[config.mk]
export PLATFORM = sky130hd
export DESIGN_NAME = kce_ram
export DESIGN_NICKNAME = d
export VERILOG_FILES = /design/src/rtl/knapsack_cipher_engine_macros.svh /design/src/rtl/kce_ram.sv
export SDC_FILE = /design/constraint.sdc
export NUM_CORES = 1
export LEC_CHECK = 0
export ABC_AREA = 1
export BUFFER_PORTS_ARGS = -buffer_cell sky130_fd_sc_hd__clkbuf_2
export CAP_MARGIN = 0
export CORE_ASPECT_RATIO = 0.7
export CORE_MARGIN = 8
export CORE_UTILIZATION = 55
export CTS_CLUSTER_SIZE = 12
export DETAILED_ROUTE_END_ITERATION = 12
export PLACE_DENSITY = 0.72
export SLEW_MARGIN = 20
export SYNTH_ARGS = -nofsm -noshare
export SYNTH_HDL_FRONTEND = slang
export SYNTH_SLANG_ARGS = --single-unit
export TNS_END_PERCENT = 20
[constraint.sdc]
create_clock -name clock -period 2.7 [get_ports clock]
set_clock_uncertainty 0.05 [all_clocks]
set_input_delay 0 -clock clock [delete_from_list [all_inputs] [get_ports clock]]
set_output_delay 0 -clock clock [all_outputs]
set_load 0.05 [all_outputs]
[src/rtl/knapsack_cipher_engine_macros.svh]
// Assertion shorthands used by the engine top module.
// Each macro expects signals named clock and reset in the enclosing module.
`ifndef KNAPSACK_CIPHER_ENGINE_MACROS_SVH
`define KNAPSACK_CIPHER_ENGINE_MACROS_SVH

// Same-cycle implication.
`define KCE_ASSERT_IMPLY(label, ante, cons, msg) \
   label: assert property (@(posedge clock) disable iff (reset) (ante) |-> (cons)) \
      else $error(msg);

// Next-cycle implication.
`define KCE_ASSERT_NEXT(label, ante, cons, msg) \
   label: assert property (@(posedge clock) disable iff (reset) (ante) |=> (cons)) \
      else $error(msg);

`endif

[src/rtl/kce_ram.sv]
module kce_ram #(
   parameter int WIDTH = 32,
   parameter int DEPTH = 16
) (
   input  logic                     clock,
   input  logic                     wr_en,
   input  logic [$clog2(DEPTH)-1:0] wr_addr,
   input  logic [WIDTH-1:0]         wr_data,
   input  logic [$clog2(DEPTH)-1:0] rd_addr,
   output logic [WIDTH-1:0]         rd_data
);
   logic [WIDTH-1:0] mem_ff [DEPTH];
   logic [WIDTH-1:0] rd_data_ff;

   always_ff @(posedge clock) begin
      if (wr_en) begin
         mem_ff[wr_addr] <= wr_data;
      end
      rd_data_ff <= mem_ff[rd_addr];
   end

   assign rd_data = rd_data_ff;
endmodule

==> impl_metrics.csv, run 1 <==
group,metric,value,unit
outcome,status,"finished, final reports clean",
cts,cts_htree_levels,2,
drt,detail_route.drc_violations,0,
sta,finalSetupTns,0,ns
worst_hold_path,min_path_type,"input pin to register",
place,detailedPlacementHpwl,27.3,mm
worst_setup_path,crit_path_start_kind,"input pin",
cts,cts_max_path_buffers,3,
yosys,avgSynthCellArea,10.7,µm²
worst_setup_path,worst_path_dominant_cell_family,"buffers and inverters",
place,place.port_buffers,73,
final_layout,fin_nets,2254,
sta,fmaxAchievable,618,MHz
worst_setup_path,path_cells,"dlygate4sd3_1, buf_2, buf_4, nand3_1, nand3_1, nand2_1",
place,preCtsSetupSlack,0.806,ns
cts,clk_latency,0.57,ns
sta,setup_ws,1.08,ns
grt,initial_antenna_violation_count,0,
sta,holdWs,0.0642,ns
grt,global_route.usage.total,22.3,%
place,placed_cells_incl_taps,2668,
worst_setup_path,critPathMaxFanout,64,
die,core.rowCount,62,
cts,cts.hold.buffers_added,34,
power_and_ir_drop,worst_ir_drop_vdd,0.603,mV
sta,setup_repair_after_global_routing_missed_its_margin,"no",
grt,overflow_left_after_global_routing,0,
yosys,synth_area,22700,µm²
yosys,synth_cell_types,15,
power_and_ir_drop,p_leak,10.8,nW
worst_setup_path,end_kind,"register",
die,placeableCoreArea,40900,µm²
worst_setup_path,crit_slowest_cell,"buf_4",
yosys,synth-seq-cells,544,
worst_setup_path,crit_buf_inv,3,
power_and_ir_drop,powerDensity,687,nW/µm²
grt,grt_pass1_wl,83.5,mm
cts,post_cts.resized_instances,0,
drt,detail_route.iter0.violations,1466,
drt,ant_nets,0,
worst_setup_path,criticalPathCategory,"input pin to register",
grt,grt_max_degree,145,
yosys,post_synth_inst_count,2120,
final_layout,layout-drive-gt1-share,8.26,%
final_layout,area_delta_synth_final,11.9,%
final_layout,antenna_cells_inserted,0,
worst_setup_path,critPathRequiredTime,3.08,ns
drt,via_per_inst,5.28,
grt,first_global_vias,14600,
final_layout,final-instance-count-excl-fill,2796,
final_layout,layout_common_cells,"677 x nand2_1, 512 x edfxtp_1, 386 x inv_1",
sta,fin_crit_sh,59.9,%
drt,route.vias.total,14800,
drt,wirelength,53.3,mm
die,die-area,48200,µm²
worst_setup_path,worstPathArrival,1.99,ns
cts,clkTransAtPathRegs,0.06,ns
yosys,sequential_fraction_of_the_synthesis_area,70.5,%
cts,cts_inserted_buffers,52,
die,die_x,259,µm
worst_setup_path,critical-path-max-stage-delay,0.74,ns
yosys,mappedNetlistNets,2162,
sta,final_max_slew_viol_count,0,
sta,finalWorstPathRequiredPeriod,1.62,ns
power_and_ir_drop,design_power_total,17.5,mW
cts,cts_setup_buffers,0,
sta,worst_pin_slew,1.00,ns
run,drv_cap,0,
final_layout,final_common_cell,"nand2_1",
yosys,synth_mux_area_share,0,%
cts,tritoncts,"yes",
yosys,synth_top_family_by_area,"simple AND/OR/NAND/NOR gates",
yosys,synth_compound_gate_area_share,0,%
yosys,synth_xor_xnor_area_share,0,%
place,gp_congestion,0.782,
worst_setup_path,worst-r2r-setup-slack,1.47,ns
die,die_h,186,µm
yosys,simple_gate_portion_of_the_synthesized_area,20.0,%
yosys,synth_adder_area_share,0,%
drt,detailedRoute.firstPassIterationCount,6,
sta,relSlewSlack,33.2,%
die,initial_utilization,55.6,%
die,floorplan.io_pins,74,
worst_setup_path,worst_path_most_repeated_cell,"nand3_1",
yosys,ys_warn_count,0,
cts,cts_root_buf,"clkbuf_16",
drt,wl_per_cell,19.0,µm
sta,setup_viol,0,
final_layout,nFillCells,3086,
cts,cts_num_sinks,544,
sta,finalHoldViolations,0,
[final cells by class]
class / count / area (µm²) / area share (%)
tap: 544 / 681 / 2.68
multi-input combinational: 1081 / 4670 / 18.4
clock buffer: 93 / 1520 / 5.96
timing repair buffer: 143 / 1070 / 4.23
clock inverter: 1 / 3.75 / 0.0148
inverter: 390 / 1470 / 5.79
sequential: 544 / 16000 / 63.0
[worst paths after layout]
| path | start | end | cells after the start |
|---|---|---|---|
| max | rd_addr[2] | rd_data[30] | 6 |
| min reg2reg | mem_ff[10][18] | rd_data[18] | 6 |
| max reg2reg | mem_ff[13][30] | rd_data[30] | 6 |
| min | rd_addr[0] | rd_data[10] | 7 |
[Yosys cell counts, drive strengths merged]
cell / count / area share (%)
dfxtp: 32 / 2.8
nand2: 677 / 11
buf: 91 / 2.9
nor2: 17 / 0.28
inv: 390 / 6.5
clkbuf: 14 / 0.23
nand3b: 2 / 0.066
edfxtp: 512 / 68
nand3: 385 / 8.5
[worst min-delay path, stage by stage]
cell and delay, ns:
clkbuf_8 0.23, nand2_1 0.11, nand2_1 0.05, nand2_1 0.05, nand3_1 0.05, nand3_1 0.08
nand2_1 0.05
[where the power goes]
part | leakage (nW) | switching, mW | internal (mW)
sequential | 4.90 | 0.0651 | 9.44
combinational | 5.23 | 0.963 | 0.336
clock | 0.726 | 2.91 | 3.76
total | 10.8 | 3.94 | 13.5
[sequential cells by signal (all words and copies together), names as in the netlist]
name / flops
mem_ff: 512
rd_data: 32
[layer usage]
metal  up-vias  share of wire (%)  GRT usage [%]
li1       7025                  -              -
met1      7069                 43           30.4
met2       579                 48           37.4
met3        96                7.5           3.62
met4         0                2.1           5.95
met5         -                  0              0
[kinds of logic (layout without fill, tap and decap cells)]
logic type,Yosys count,count (layout)
buffers and inverters,495,627
flip-flops,544,544
AND/OR/NAND/NOR,1081,1081
[per-stage QoR]
step	area, µm²	util (%)
final	25400	62.2
after global routing	25400	62.2
after CTS	25400	62.2
after detailed placement	23600	57.7
after global placement	23600	57.7
after floorplan	22700	-
Note: power is estimated with default switching activity, not from simulation.
==> inputs of run 2 (changes only) <==
Settings changed: PLACE_DENSITY 0.72 to 0.75.
Clock period 2.7 ns to 1.4 ns, I/O delays scaled along.
==> impl_metrics.csv, run 2 (synthesis results as in run 1) <==
group,metric,value,unit
grt,overflow_left_after_global_routing,0,
final_layout,antenna_cells_inserted,0,
worst_setup_path,worst-r2r-setup-slack,0.26,ns
worst_setup_path,crit_buf_inv,1,
drt,wirelength,54.7,mm
cts,clkTransAtPathRegs,0.06,ns
outcome,status,"finished, final reports clean",
power_and_ir_drop,power_frac_clock,38.2,%
die,initial_utilization,55.6,%
place,gp_congestion,0.830,
grt,grt_pass1_wl,84.8,mm
power_and_ir_drop,pwr-share-seq,53.8,%
drt,via_per_inst,5.36,
cts,cts_max_path_buffers,3,
final_layout,max_reg_flops,512,
worst_setup_path,criticalPathCategory,"register to primary output",
cts,cts_root_buf,"clkbuf_16",
worst_setup_path,critPathRequiredTime,1.35,ns
final_layout,registers.top_by_ff_count,"mem_ff",
drt,detailedRoute.firstPassIterationCount,5,
grt,first_global_vias,15000,
power_and_ir_drop,design_power_total,34.1,mW
grt,initial_antenna_violation_count,0,
sta,setup_viol,0,
cts,cts_htree_levels,2,
worst_setup_path,critical-path-max-stage-delay,0.41,ns
cts,cts_inserted_buffers,53,
die,floorplan.io_pins,74,
power_and_ir_drop,p_leak,11.2,nW
worst_setup_path,cp_num_cells,1,
grt,gr-max-usage-layer,"met2",
sta,fin_crit_sh,96.6,%
drt,detail_route.iter0.violations,1704,
worst_setup_path,crit_slowest_cell,"dfxtp_1",
place,detailedPlacementHpwl,32.1,mm
sta,setup_ws,0.0477,ns
final_layout,fin_nets,2295,
place,place.port_buffers,73,
worst_setup_path,path_cells,"clkbuf_2",
power_and_ir_drop,worst_ir_drop_vdd,1.27,mV
sta,finalWorstPathRequiredPeriod,1.35,ns
sta,worst_pin_slew,0.453,ns
grt,global_route.usage.total,22.7,%
drt,wl_per_cell,19.3,µm
cts,clk_latency,0.58,ns
die,die-area,48200,µm²
die,core.rowCount,62,
power_and_ir_drop,net-switching-power,7.87,mW
die,placeableCoreArea,40900,µm²
worst_setup_path,worst_path_dominant_cell_family,"flip-flops",
grt,global_route.usage.met3,4.02,%
worst_setup_path,worstSetupStartpoint,"rd_data[24]",
worst_hold_path,hold_path.startpoint,"rd_addr[0]",
power_and_ir_drop,swShare,23.1,%
final_layout,layout_common_cells,"677 x nand2_1, 512 x edfxtp_1, 386 x inv_1",
sta,final_max_slew_viol_count,0,
sta,finalHoldViolations,0,
drt,detail_route.drc_violations,0,
cts,cts_setup_buffers,0,
drt,route.vias.total,15200,
worst_setup_path,end_kind,"primary output",
sta,fmaxAchievable,739,MHz
die,die_h,186,µm
worst_setup_path,timing.reg2reg.worst_path_depth,6,
worst_setup_path,critPathMaxFanout,1,
worst_setup_path,worstPathArrival,1.30,ns
sta,relSlewSlack,69.7,%
worst_setup_path,crit_path_start_kind,"register",
power_and_ir_drop,powerDensity,1300,nW/µm²
place,preCtsSetupSlack,0.0874,ns
worst_setup_path,r2r-end,"rd_data[24]",
final_layout,final_common_cell,"nand2_1",
power_and_ir_drop,power_frac_comb,8.0,%
cts,cts_num_sinks,544,
grt,grt_max_degree,81,
drt,ant_nets,0,
grt,met1_usage_grt,31.1,%
grt,groute.layer.met2.usage,36.6,%
cts,tritoncts,"yes",
power_and_ir_drop,cellInternalPower,26.2,mW
worst_setup_path,worst_r2r_startpoint,"mem_ff[3][24]",
final_layout,area_delta_synth_final,15.3,%
worst_setup_path,crit_end,"rd_data[24]",
run,drv_cap,0,
worst_hold_path,min_path_type,"input pin to register",
die,die_x,259,µm
sta,setup_repair_after_global_routing_missed_its_margin,"no",
final_layout,layout-drive-gt1-share,9.88,%
-- run 2: power by group through the flow --
stage	clock network (mW)	registers (mW)	logic (mW)
2_1_floorplan	0	19.0	1.25
3_3_place_gp	0	18.7	2.57
3_5_place_dp	0	18.7	2.63
4_1_cts	13.2	18.3	2.73
5_1_grt	13.8	18.4	2.95
6_report	13.0	18.3	2.72
-- run 2: timing repair --
action | CTS | global route
gates resized for setup | 1 | 0
hold endpoints to repair | 544 | 0
setup endpoints to repair | 1 | 0
hold buffers | 35 | 0
-- run 2: how the worst min path moves through the flow --
stage,end,cells past startpoint
2_1_floorplan,mem_ff[0][0],0
3_3_place_gp,rd_data[17],4
3_5_place_dp,rd_data[17],4
4_1_cts,rd_data[10],7
5_1_grt,rd_data[10],7
6_report,rd_data[10],7
-- run 2: area by class of cell --
class / count / area (µm²)
timing repair buffer: 183 / 1830
fill: 3002 / 14700
tap: 544 / 681
inverter: 390 / 1470
multi-input combinational: 1081 / 4670
clock buffer: 93 / 1500
sequential: 544 / 16000
clock inverter: 6 / 45.0
-- run 2: metrics by stage --
stage                     setup TNS [ns]  std cells  hold slack (ns)  cell area [µm²]  utilization [%]
after detailed placement               0       2707            0.349            24300             59.5
final                                  0       2841           0.0673            26200             64.1
after CTS                              0       2841           0.0456            26200             64.1
after global routing                   0       2841           0.0601            26200             64.1
after global placement                 0       2707            0.344            24300             59.5
after floorplan                   -77.85       2120           0.0489            22800                -
-- run 2: per-layer routing --
layer | share of wire, % | vias up | wire length [µm]
met3 | 9.3 | 131 | 5100
li1 | - | 7107 | -
met1 | 41 | 7237 | 22300
met2 | 47 | 748 | 25600
met5 | 0 | - | 0
met4 | 3.3 | 0 | 1780
