[src/rtl/knapsack_cipher_engine_macros.svh]
// Assertion shorthands used by the engine top module.
// Each macro expects signals named clock and reset in the enclosing module.
`ifndef KNAPSACK_CIPHER_ENGINE_MACROS_SVH
`define KNAPSACK_CIPHER_ENGINE_MACROS_SVH

// Same-cycle implication.
`define KCE_ASSERT_IMPLY(label, ante, cons, msg) \
   label: assert property (@(posedge clock) disable iff (reset) (ante) |-> (cons)) \
      else $error(msg);

// Next-cycle implication.
`define KCE_ASSERT_NEXT(label, ante, cons, msg) \
   label: assert property (@(posedge clock) disable iff (reset) (ante) |=> (cons)) \
      else $error(msg);

`endif

[src/rtl/kce_pkg.sv]
package kce_pkg;

   localparam int KEY_W      = 16;
   localparam int CIPHER_W   = 20;
   localparam int BLOCK_W    = 16;
   localparam int ELEM_IDX_W = 4;
   localparam int KEY_LEN_W  = 5;
   localparam int MOD_W      = 16;
   localparam int CSR_IDX_W  = 2;
   localparam int CSR_DATA_W = 16;

   // Full product of a 20-bit operand and a 16-bit operand.
   localparam int PROD_W      = CIPHER_W + MOD_W;
   localparam int MUL_STEPS   = MOD_W;
   localparam int RED_STEPS   = PROD_W;
   localparam int STEP_CNT_W  = 6;

   localparam logic [MOD_W-1:0]     MODULUS_RST    = 16'd2;
   localparam logic [MOD_W-1:0]     MULTIPLIER_RST = 16'd1;
   localparam logic [MOD_W-1:0]     INV_MULT_RST   = 16'd1;
   localparam logic [KEY_LEN_W-1:0] KEY_LEN_RST    = 5'd16;

   typedef enum logic [1:0] {
      REQ_LOAD    = 2'd0,
      REQ_ENCRYPT = 2'd1,
      REQ_DECRYPT = 2'd2,
      REQ_NOP     = 2'd3
   } req_kind_type;

   typedef enum logic [CSR_IDX_W-1:0] {
      CSR_MODULUS    = 2'd0,
      CSR_MULTIPLIER = 2'd1,
      CSR_INV_MULT   = 2'd2,
      CSR_KEY_LEN    = 2'd3
   } csr_reg_type;

   typedef struct packed {
      logic [1:0]            req_type;
      logic [ELEM_IDX_W-1:0] elem_index;
      logic [KEY_W-1:0]      key_value;
      logic [BLOCK_W-1:0]    plain_bits;
      logic [CIPHER_W-1:0]   cipher_value;
   } req_payload_type;

   typedef struct packed {
      logic [KEY_W-1:0]    public_value;
      logic [CIPHER_W-1:0] cipher_out;
      logic [BLOCK_W-1:0]  plain_out;
      logic                decode_error;
   } rsp_payload_type;

   typedef enum logic [2:0] {
      ENG_IDLE,
      ENG_MODMUL,
      ENG_FETCH,
      ENG_STEP,
      ENG_DONE
   } eng_state_type;

   typedef enum logic [1:0] {
      MM_IDLE,
      MM_MUL,
      MM_RED,
      MM_DONE
   } mm_phase_type;

   typedef struct packed {
      logic busy;
      logic done;
   } mm_status_type;

endpackage

[src/rtl/kce_modmul.sv]
// Bit-serial modular multiplier: shift-add product, then restoring reduction
// one product bit per cycle. A modulus of zero keeps the low product bits.
module kce_modmul (
   input  logic                          clock,
   input  logic                          reset,
   input  logic                          start,
   input  logic [kce_pkg::CIPHER_W-1:0]  op_a,
   input  logic [kce_pkg::MOD_W-1:0]     op_b,
   input  logic [kce_pkg::MOD_W-1:0]     modulus,
   output kce_pkg::mm_status_type        status,
   output logic [kce_pkg::MOD_W-1:0]     result
);
   localparam int AW = kce_pkg::CIPHER_W;
   localparam int MW = kce_pkg::MOD_W;
   localparam int PW = kce_pkg::PROD_W;
   localparam int CW = kce_pkg::STEP_CNT_W;

   kce_pkg::mm_phase_type phase_ff, phase_in;
   logic [CW-1:0] cnt_ff, cnt_in;
   logic [PW-1:0] prod_ff, prod_in;
   logic [AW-1:0] opa_ff, opa_in;
   logic [MW-1:0] rem_ff, rem_in;

   logic          mul_last;
   logic          red_last;
   logic [AW:0]   mul_sum;
   logic [PW-1:0] mul_next;
   logic [MW:0]   red_shift;
   logic [MW:0]   red_diff;

   assign mul_last = (cnt_ff == CW'(kce_pkg::MUL_STEPS - 1));
   assign red_last = (cnt_ff == CW'(kce_pkg::RED_STEPS - 1));

   always_comb begin
      phase_in = phase_ff;
      case (phase_ff)
         kce_pkg::MM_IDLE: begin
            if (start) begin
               phase_in = kce_pkg::MM_MUL;
            end
         end
         kce_pkg::MM_MUL: begin
            if (mul_last) begin
               phase_in = (modulus == '0) ? kce_pkg::MM_DONE : kce_pkg::MM_RED;
            end
         end
         kce_pkg::MM_RED: begin
            if (red_last) begin
               phase_in = kce_pkg::MM_DONE;
            end
         end
         kce_pkg::MM_DONE: begin
            phase_in = kce_pkg::MM_IDLE;
         end
         default: begin
            phase_in = kce_pkg::MM_IDLE;
         end
      endcase
   end

   always_comb begin
      status.busy = (phase_ff != kce_pkg::MM_IDLE);
      status.done = (phase_ff == kce_pkg::MM_DONE);
   end

   always_comb begin
      mul_sum   = {1'b0, prod_ff[PW-1:MW]} + (prod_ff[0] ? {1'b0, opa_ff} : '0);
      mul_next  = {mul_sum, prod_ff[MW-1:1]};
      red_shift = {rem_ff, prod_ff[PW-1]};
      red_diff  = red_shift - {1'b0, modulus};

      prod_in = prod_ff;
      opa_in  = opa_ff;
      rem_in  = rem_ff;
      cnt_in  = cnt_ff;
      case (phase_ff)
         kce_pkg::MM_IDLE: begin
            if (start) begin
               prod_in = {AW'(0), op_b};
               opa_in  = op_a;
               rem_in  = '0;
               cnt_in  = '0;
            end
         end
         kce_pkg::MM_MUL: begin
            prod_in = mul_next;
            cnt_in  = mul_last ? '0 : cnt_ff + 1'b1;
            if (mul_last && modulus == '0) begin
               rem_in = mul_next[MW-1:0];
            end
         end
         kce_pkg::MM_RED: begin
            prod_in = {prod_ff[PW-2:0], 1'b0};
            cnt_in  = cnt_ff + 1'b1;
            rem_in  = (red_shift >= {1'b0, modulus}) ? red_diff[MW-1:0] : red_shift[MW-1:0];
         end
         default: begin
         end
      endcase
   end

   always_ff @(posedge clock) begin
      if (reset) begin
         phase_ff <= kce_pkg::MM_IDLE;
         cnt_ff   <= '0;
      end else begin
         phase_ff <= phase_in;
         cnt_ff   <= cnt_in;
      end
   end

   always_ff @(posedge clock) begin
      prod_ff <= prod_in;
      opa_ff  <= opa_in;
      rem_ff  <= rem_in;
   end

   assign result = rem_ff;
endmodule

[config.mk]
export PLATFORM = sky130hd
export DESIGN_NAME = kce_modmul
export DESIGN_NICKNAME = d
export VERILOG_FILES = /design/src/rtl/knapsack_cipher_engine_macros.svh /design/src/rtl/kce_pkg.sv /design/src/rtl/kce_modmul.sv
export SDC_FILE = /design/constraint.sdc
export NUM_CORES = 1
export LEC_CHECK = 0
export ABC_AREA = 1
export BUFFER_PORTS_ARGS = -buffer_cell sky130_fd_sc_hd__buf_2
export CORE_ASPECT_RATIO = 0.7
export CORE_MARGIN = 2
export CORE_UTILIZATION = 64
export CTS_CLUSTER_SIZE = 14
export DETAILED_ROUTE_END_ITERATION = 12
export GPL_TIMING_DRIVEN = 0
export PLACE_DENSITY = 0.87
export SYNTH_ARGS = -nofsm -noshare
export SYNTH_HDL_FRONTEND = slang
export SYNTH_SLANG_ARGS = --single-unit
export TNS_END_PERCENT = 10
[constraint.sdc]
create_clock -name clock -period 7.05 [get_ports clock]
set_clock_uncertainty 0.1 [all_clocks]
set_input_delay 1.41 -clock clock [delete_from_list [all_inputs] [get_ports clock]]
set_output_delay 1.41 -clock clock [all_outputs]
set_load 0.02 [all_outputs]
==> reports/metrics.csv <==
stage;metric;value;unit
global_route;vias in the first global route;5139;
routing;Vias/cell;5.68;
logic_synthesis;top_reg_cell synth;edfxtp_1;
critical_path;CP Max Fanout;42;
floorplanning;IO Count;73;
sta;Final WS setup;3.34;ns
routing;Final ANT Viol Nets;0;
run_status;status;finished, final reports clean;
power_and_ir_drop;Power Density;447;nW/um2
logic_synthesis;Net Count, Synth;860;
global_route;total track usage;32.2;%
logic_synthesis;Synth cell types;45;
logic_synthesis;top cells by area, synth;edfxtp_1 37%, nand2_1 15%, ha_1 9.0%, inv_1 7.4%, nand3_1 4.0%;
global_route;pin count of the biggest net entering global routing;43;
logic_synthesis;register area share after synthesis;39.8;%
clocking;Worst-path clk slew;0.06;ns
logic_synthesis;register bit count reported by yosys;80;
clocking;Clk Latency, worst-skew pair;0.34;ns
sta;final setup vio count;0;
placed_design;Final HPWL DP;11900;um
routing;via count;5533;
clocking;Sink Count;80;
critical_path;CP peak stage delay;0.92;ns
global_route;first-pass GRT wire length;25000;um
final_layout;number of antenna diodes;0;
placed_design;RePlAce Congestion;0.967;
critical_path;CP max stage cell;nor2_4;
critical_path;crit path launch type;primary input;
sta;fin crit period;3.71;ns
logic_synthesis;Yosys top cell by area;edfxtp_1;
sta;Fin Setup TNS;0;ns
sta;period utilization;52.6;%
final_layout;layout net count;944;
sta;Slew HR;19.4;%
logic_synthesis;EDFF count, synth;72;
final_layout;P&R area growth vs syn;14.2;%
logic_synthesis;mapped cell area;5830;um2
final_layout;final-layout fill cell count;709;
critical_path;CP Class;primary input to flop;
critical_path;Critical R2R Launch;phase_ff[0];
power_and_ir_drop;Lkg Pwr;3.31;nW
clocking;number of setup buffers added after CTS;0;
sta;Slew @ Worst Pin;1.21;ns
sta;fin. max-slew vios;0;
sta;Fmax achieved;270;MHz
clocking;root buffer cell;clkbuf_16;
critical_path;CP startpoint;start;
sta;Hold Fails Final Rpt;0;
placed_design;I/O Buffers;72;
floorplanning;die width;118;um
floorplanning;core box area;8960;um2
power_and_ir_drop;Max IR drop VDD;0.293;mV
global_route;total gr overflow;0;
floorplanning;Rows;29;
logic_synthesis;Synth warnings;0;
global_route;initial antenna violation count;0;
critical_path;Worst Path Required;6.99;ns
clocking;CTS tree;yes;
clocking;Post-CTS Resized;0;
logic_synthesis;Cells after Synth;761;
routing;Initial DRT Pass Iterations;5;
critical_path;critical path endpoint category;flop;
routing;Iter 0 DRT Violations;724;
min_path;critical hold path startpoint;cnt_ff[1];
final_layout;layout cells sized above 1;14.0;%
flow_run;Max Cap Viol;0;
clocking;hold_buf cts;0;
critical_path;critical-path cell list;buf_2 -> nor2_1 -> nor2_4 -> inv_1 -> a211oi_2 -> buf_6;
routing;final wirelength;15700;um
logic_synthesis;post-synth top area share;37.1;%
min_path;hold crit path type;flop to flop;
clocking;clk buf depth;2;
critical_path;Worst Path Arrival;3.65;ns
floorplanning;die height;83.9;um
final_layout;most frequent cells in the layout;226 x nand2_1, 115 x inv_1, 77 x buf_2, 72 x edfxtp_1, 55 x nor2_1;
floorplanning;die area;9900;um2
logic_synthesis;synthesized area per cell;7.66;um2
routing;DRC viols;0;
floorplanning;Initial Utilization;65.1;%
sta;RSZ-0062 raised after global routing;false;
placed_design;Place WS;2.95;ns
routing;routed length per instance;16.1;um
logic_synthesis;async set or reset register ratio after synthesis;0;%
final_layout;commonest non-fill, non-tap cell in the layout;nand2_1;
clocking;H-tree depth;3;
clocking;CTS Buf Count;9;
==> metrics by stage <==
step / cell area (um2) / util (%) / instances / hold WS, ns / power, mW
2_1_floorplan: 5830 / - / 761 / 0.356 / 2.02
3_3_place_gp: 6350 / 70.8 / 957 / 0.375 / 2.39
3_5_place_dp: 6360 / 71.0 / 958 / 0.395 / 2.46
4_1_cts: 6660 / 74.3 / 974 / 0.405 / 2.93
5_1_grt: 6660 / 74.3 / 974 / 0.424 / 3.18
6_report: 6660 / 74.3 / 974 / 0.408 / 2.97
==> cell type report <==
| cell class | instances | area (um2) | area share, % |
|---|---|---|---|
| Buffer | 15 | 77.6 | 1.17 |
| Clock buffer | 9 | 225 | 3.38 |
| Clock inverter | 7 | 68.8 | 1.03 |
| Inverter | 118 | 443 | 6.65 |
| Multi-Input combinational cell | 548 | 2990 | 45.0 |
| Sequential cell | 80 | 2320 | 34.9 |
| Tap cell | 124 | 155 | 2.33 |
| Timing Repair Buffer | 73 | 372 | 5.58 |
==> routing by layer <==
layer / GRT usage [%] / up-vias / share of wire, %
met4: 7.56 / 0 / 1.6
met1: 48.3 / 2524 / 46
met2: 47.2 / 283 / 42
li1: - / 2699 / -
met3: 7.51 / 27 / 11
met5: 0 / - / 0
==> flip-flops by register name (all words and copies together), names as in the netlist <==
register	count
result	16
prod_ff	36
opa_ff	20
cnt_ff	6
phase_ff	2
==> Yosys cell counts, types with 3 or more instances <==
| master | instances |
|---|---|
| nor3_1 | 9 |
| a21oi_2 | 3 |
| nand2_1 | 226 |
| or2_0 | 3 |
| ha_1 | 42 |
| nand4_1 | 3 |
| nand3_1 | 47 |
| a21o_1 | 3 |
| a31oi_1 | 3 |
| o211ai_1 | 10 |
| dfxtp_1 | 8 |
| edfxtp_1 | 72 |
| buf_2 | 5 |
| o21ai_1 | 13 |
| a21oi_1 | 37 |
| o221ai_1 | 5 |
| inv_2 | 3 |
| nor2_1 | 55 |
| o21bai_1 | 7 |
| nor2_4 | 4 |
| nand2_2 | 4 |
| o21ai_0 | 31 |
| clkbuf_1 | 6 |
| xor2_1 | 5 |
| nand3b_1 | 5 |
| o21a_1 | 5 |
| inv_1 | 115 |
==> cell families (layout without fill, tap and decap cells) <==
| kind of cell | after synthesis | in the layout | share of synthesized area [%] |
|---|---|---|---|
| xor+xnor | 7 | 7 | 1.05 |
| compound gates | 126 | 126 | 13.0 |
| simple gates | 371 | 371 | 27.5 |
| buf+inv | 133 | 222 | 8.93 |
| flops | 80 | 80 | 39.8 |
| fa+ha+maj | 44 | 44 | 9.70 |
==> final timing paths <==
| kind | to | slack (ns) | depth (start not counted) |
|---|---|---|---|
| max | result[10] | 3.34 | 6 |
| min | cnt_ff[1] | 0.41 | 2 |
| max reg2reg | result[10] | 3.67 | 8 |
| min reg2reg | cnt_ff[1] | 0.41 | 2 |
==> critical path: cells and delay by family <==
kind / cells / cell delay, ns
AO/OA/AOI/OAI: 1 / 0.58
buffers and inverters: 3 / 0.64
AND/OR/NAND/NOR: 2 / 1.01
==> report_power, final <==
part | leakage (nW) | switching, mW | total [mW] | internal [mW]
clock | 0.144 | 0.192 | 0.466 | 0.274
combinational | 2.36 | 1.08 | 1.61 | 0.523
sequential | 0.799 | 0.123 | 0.901 | 0.778
total | 3.31 | 1.40 | 2.97 | 1.58
Power figures use the tool's default switching activity.
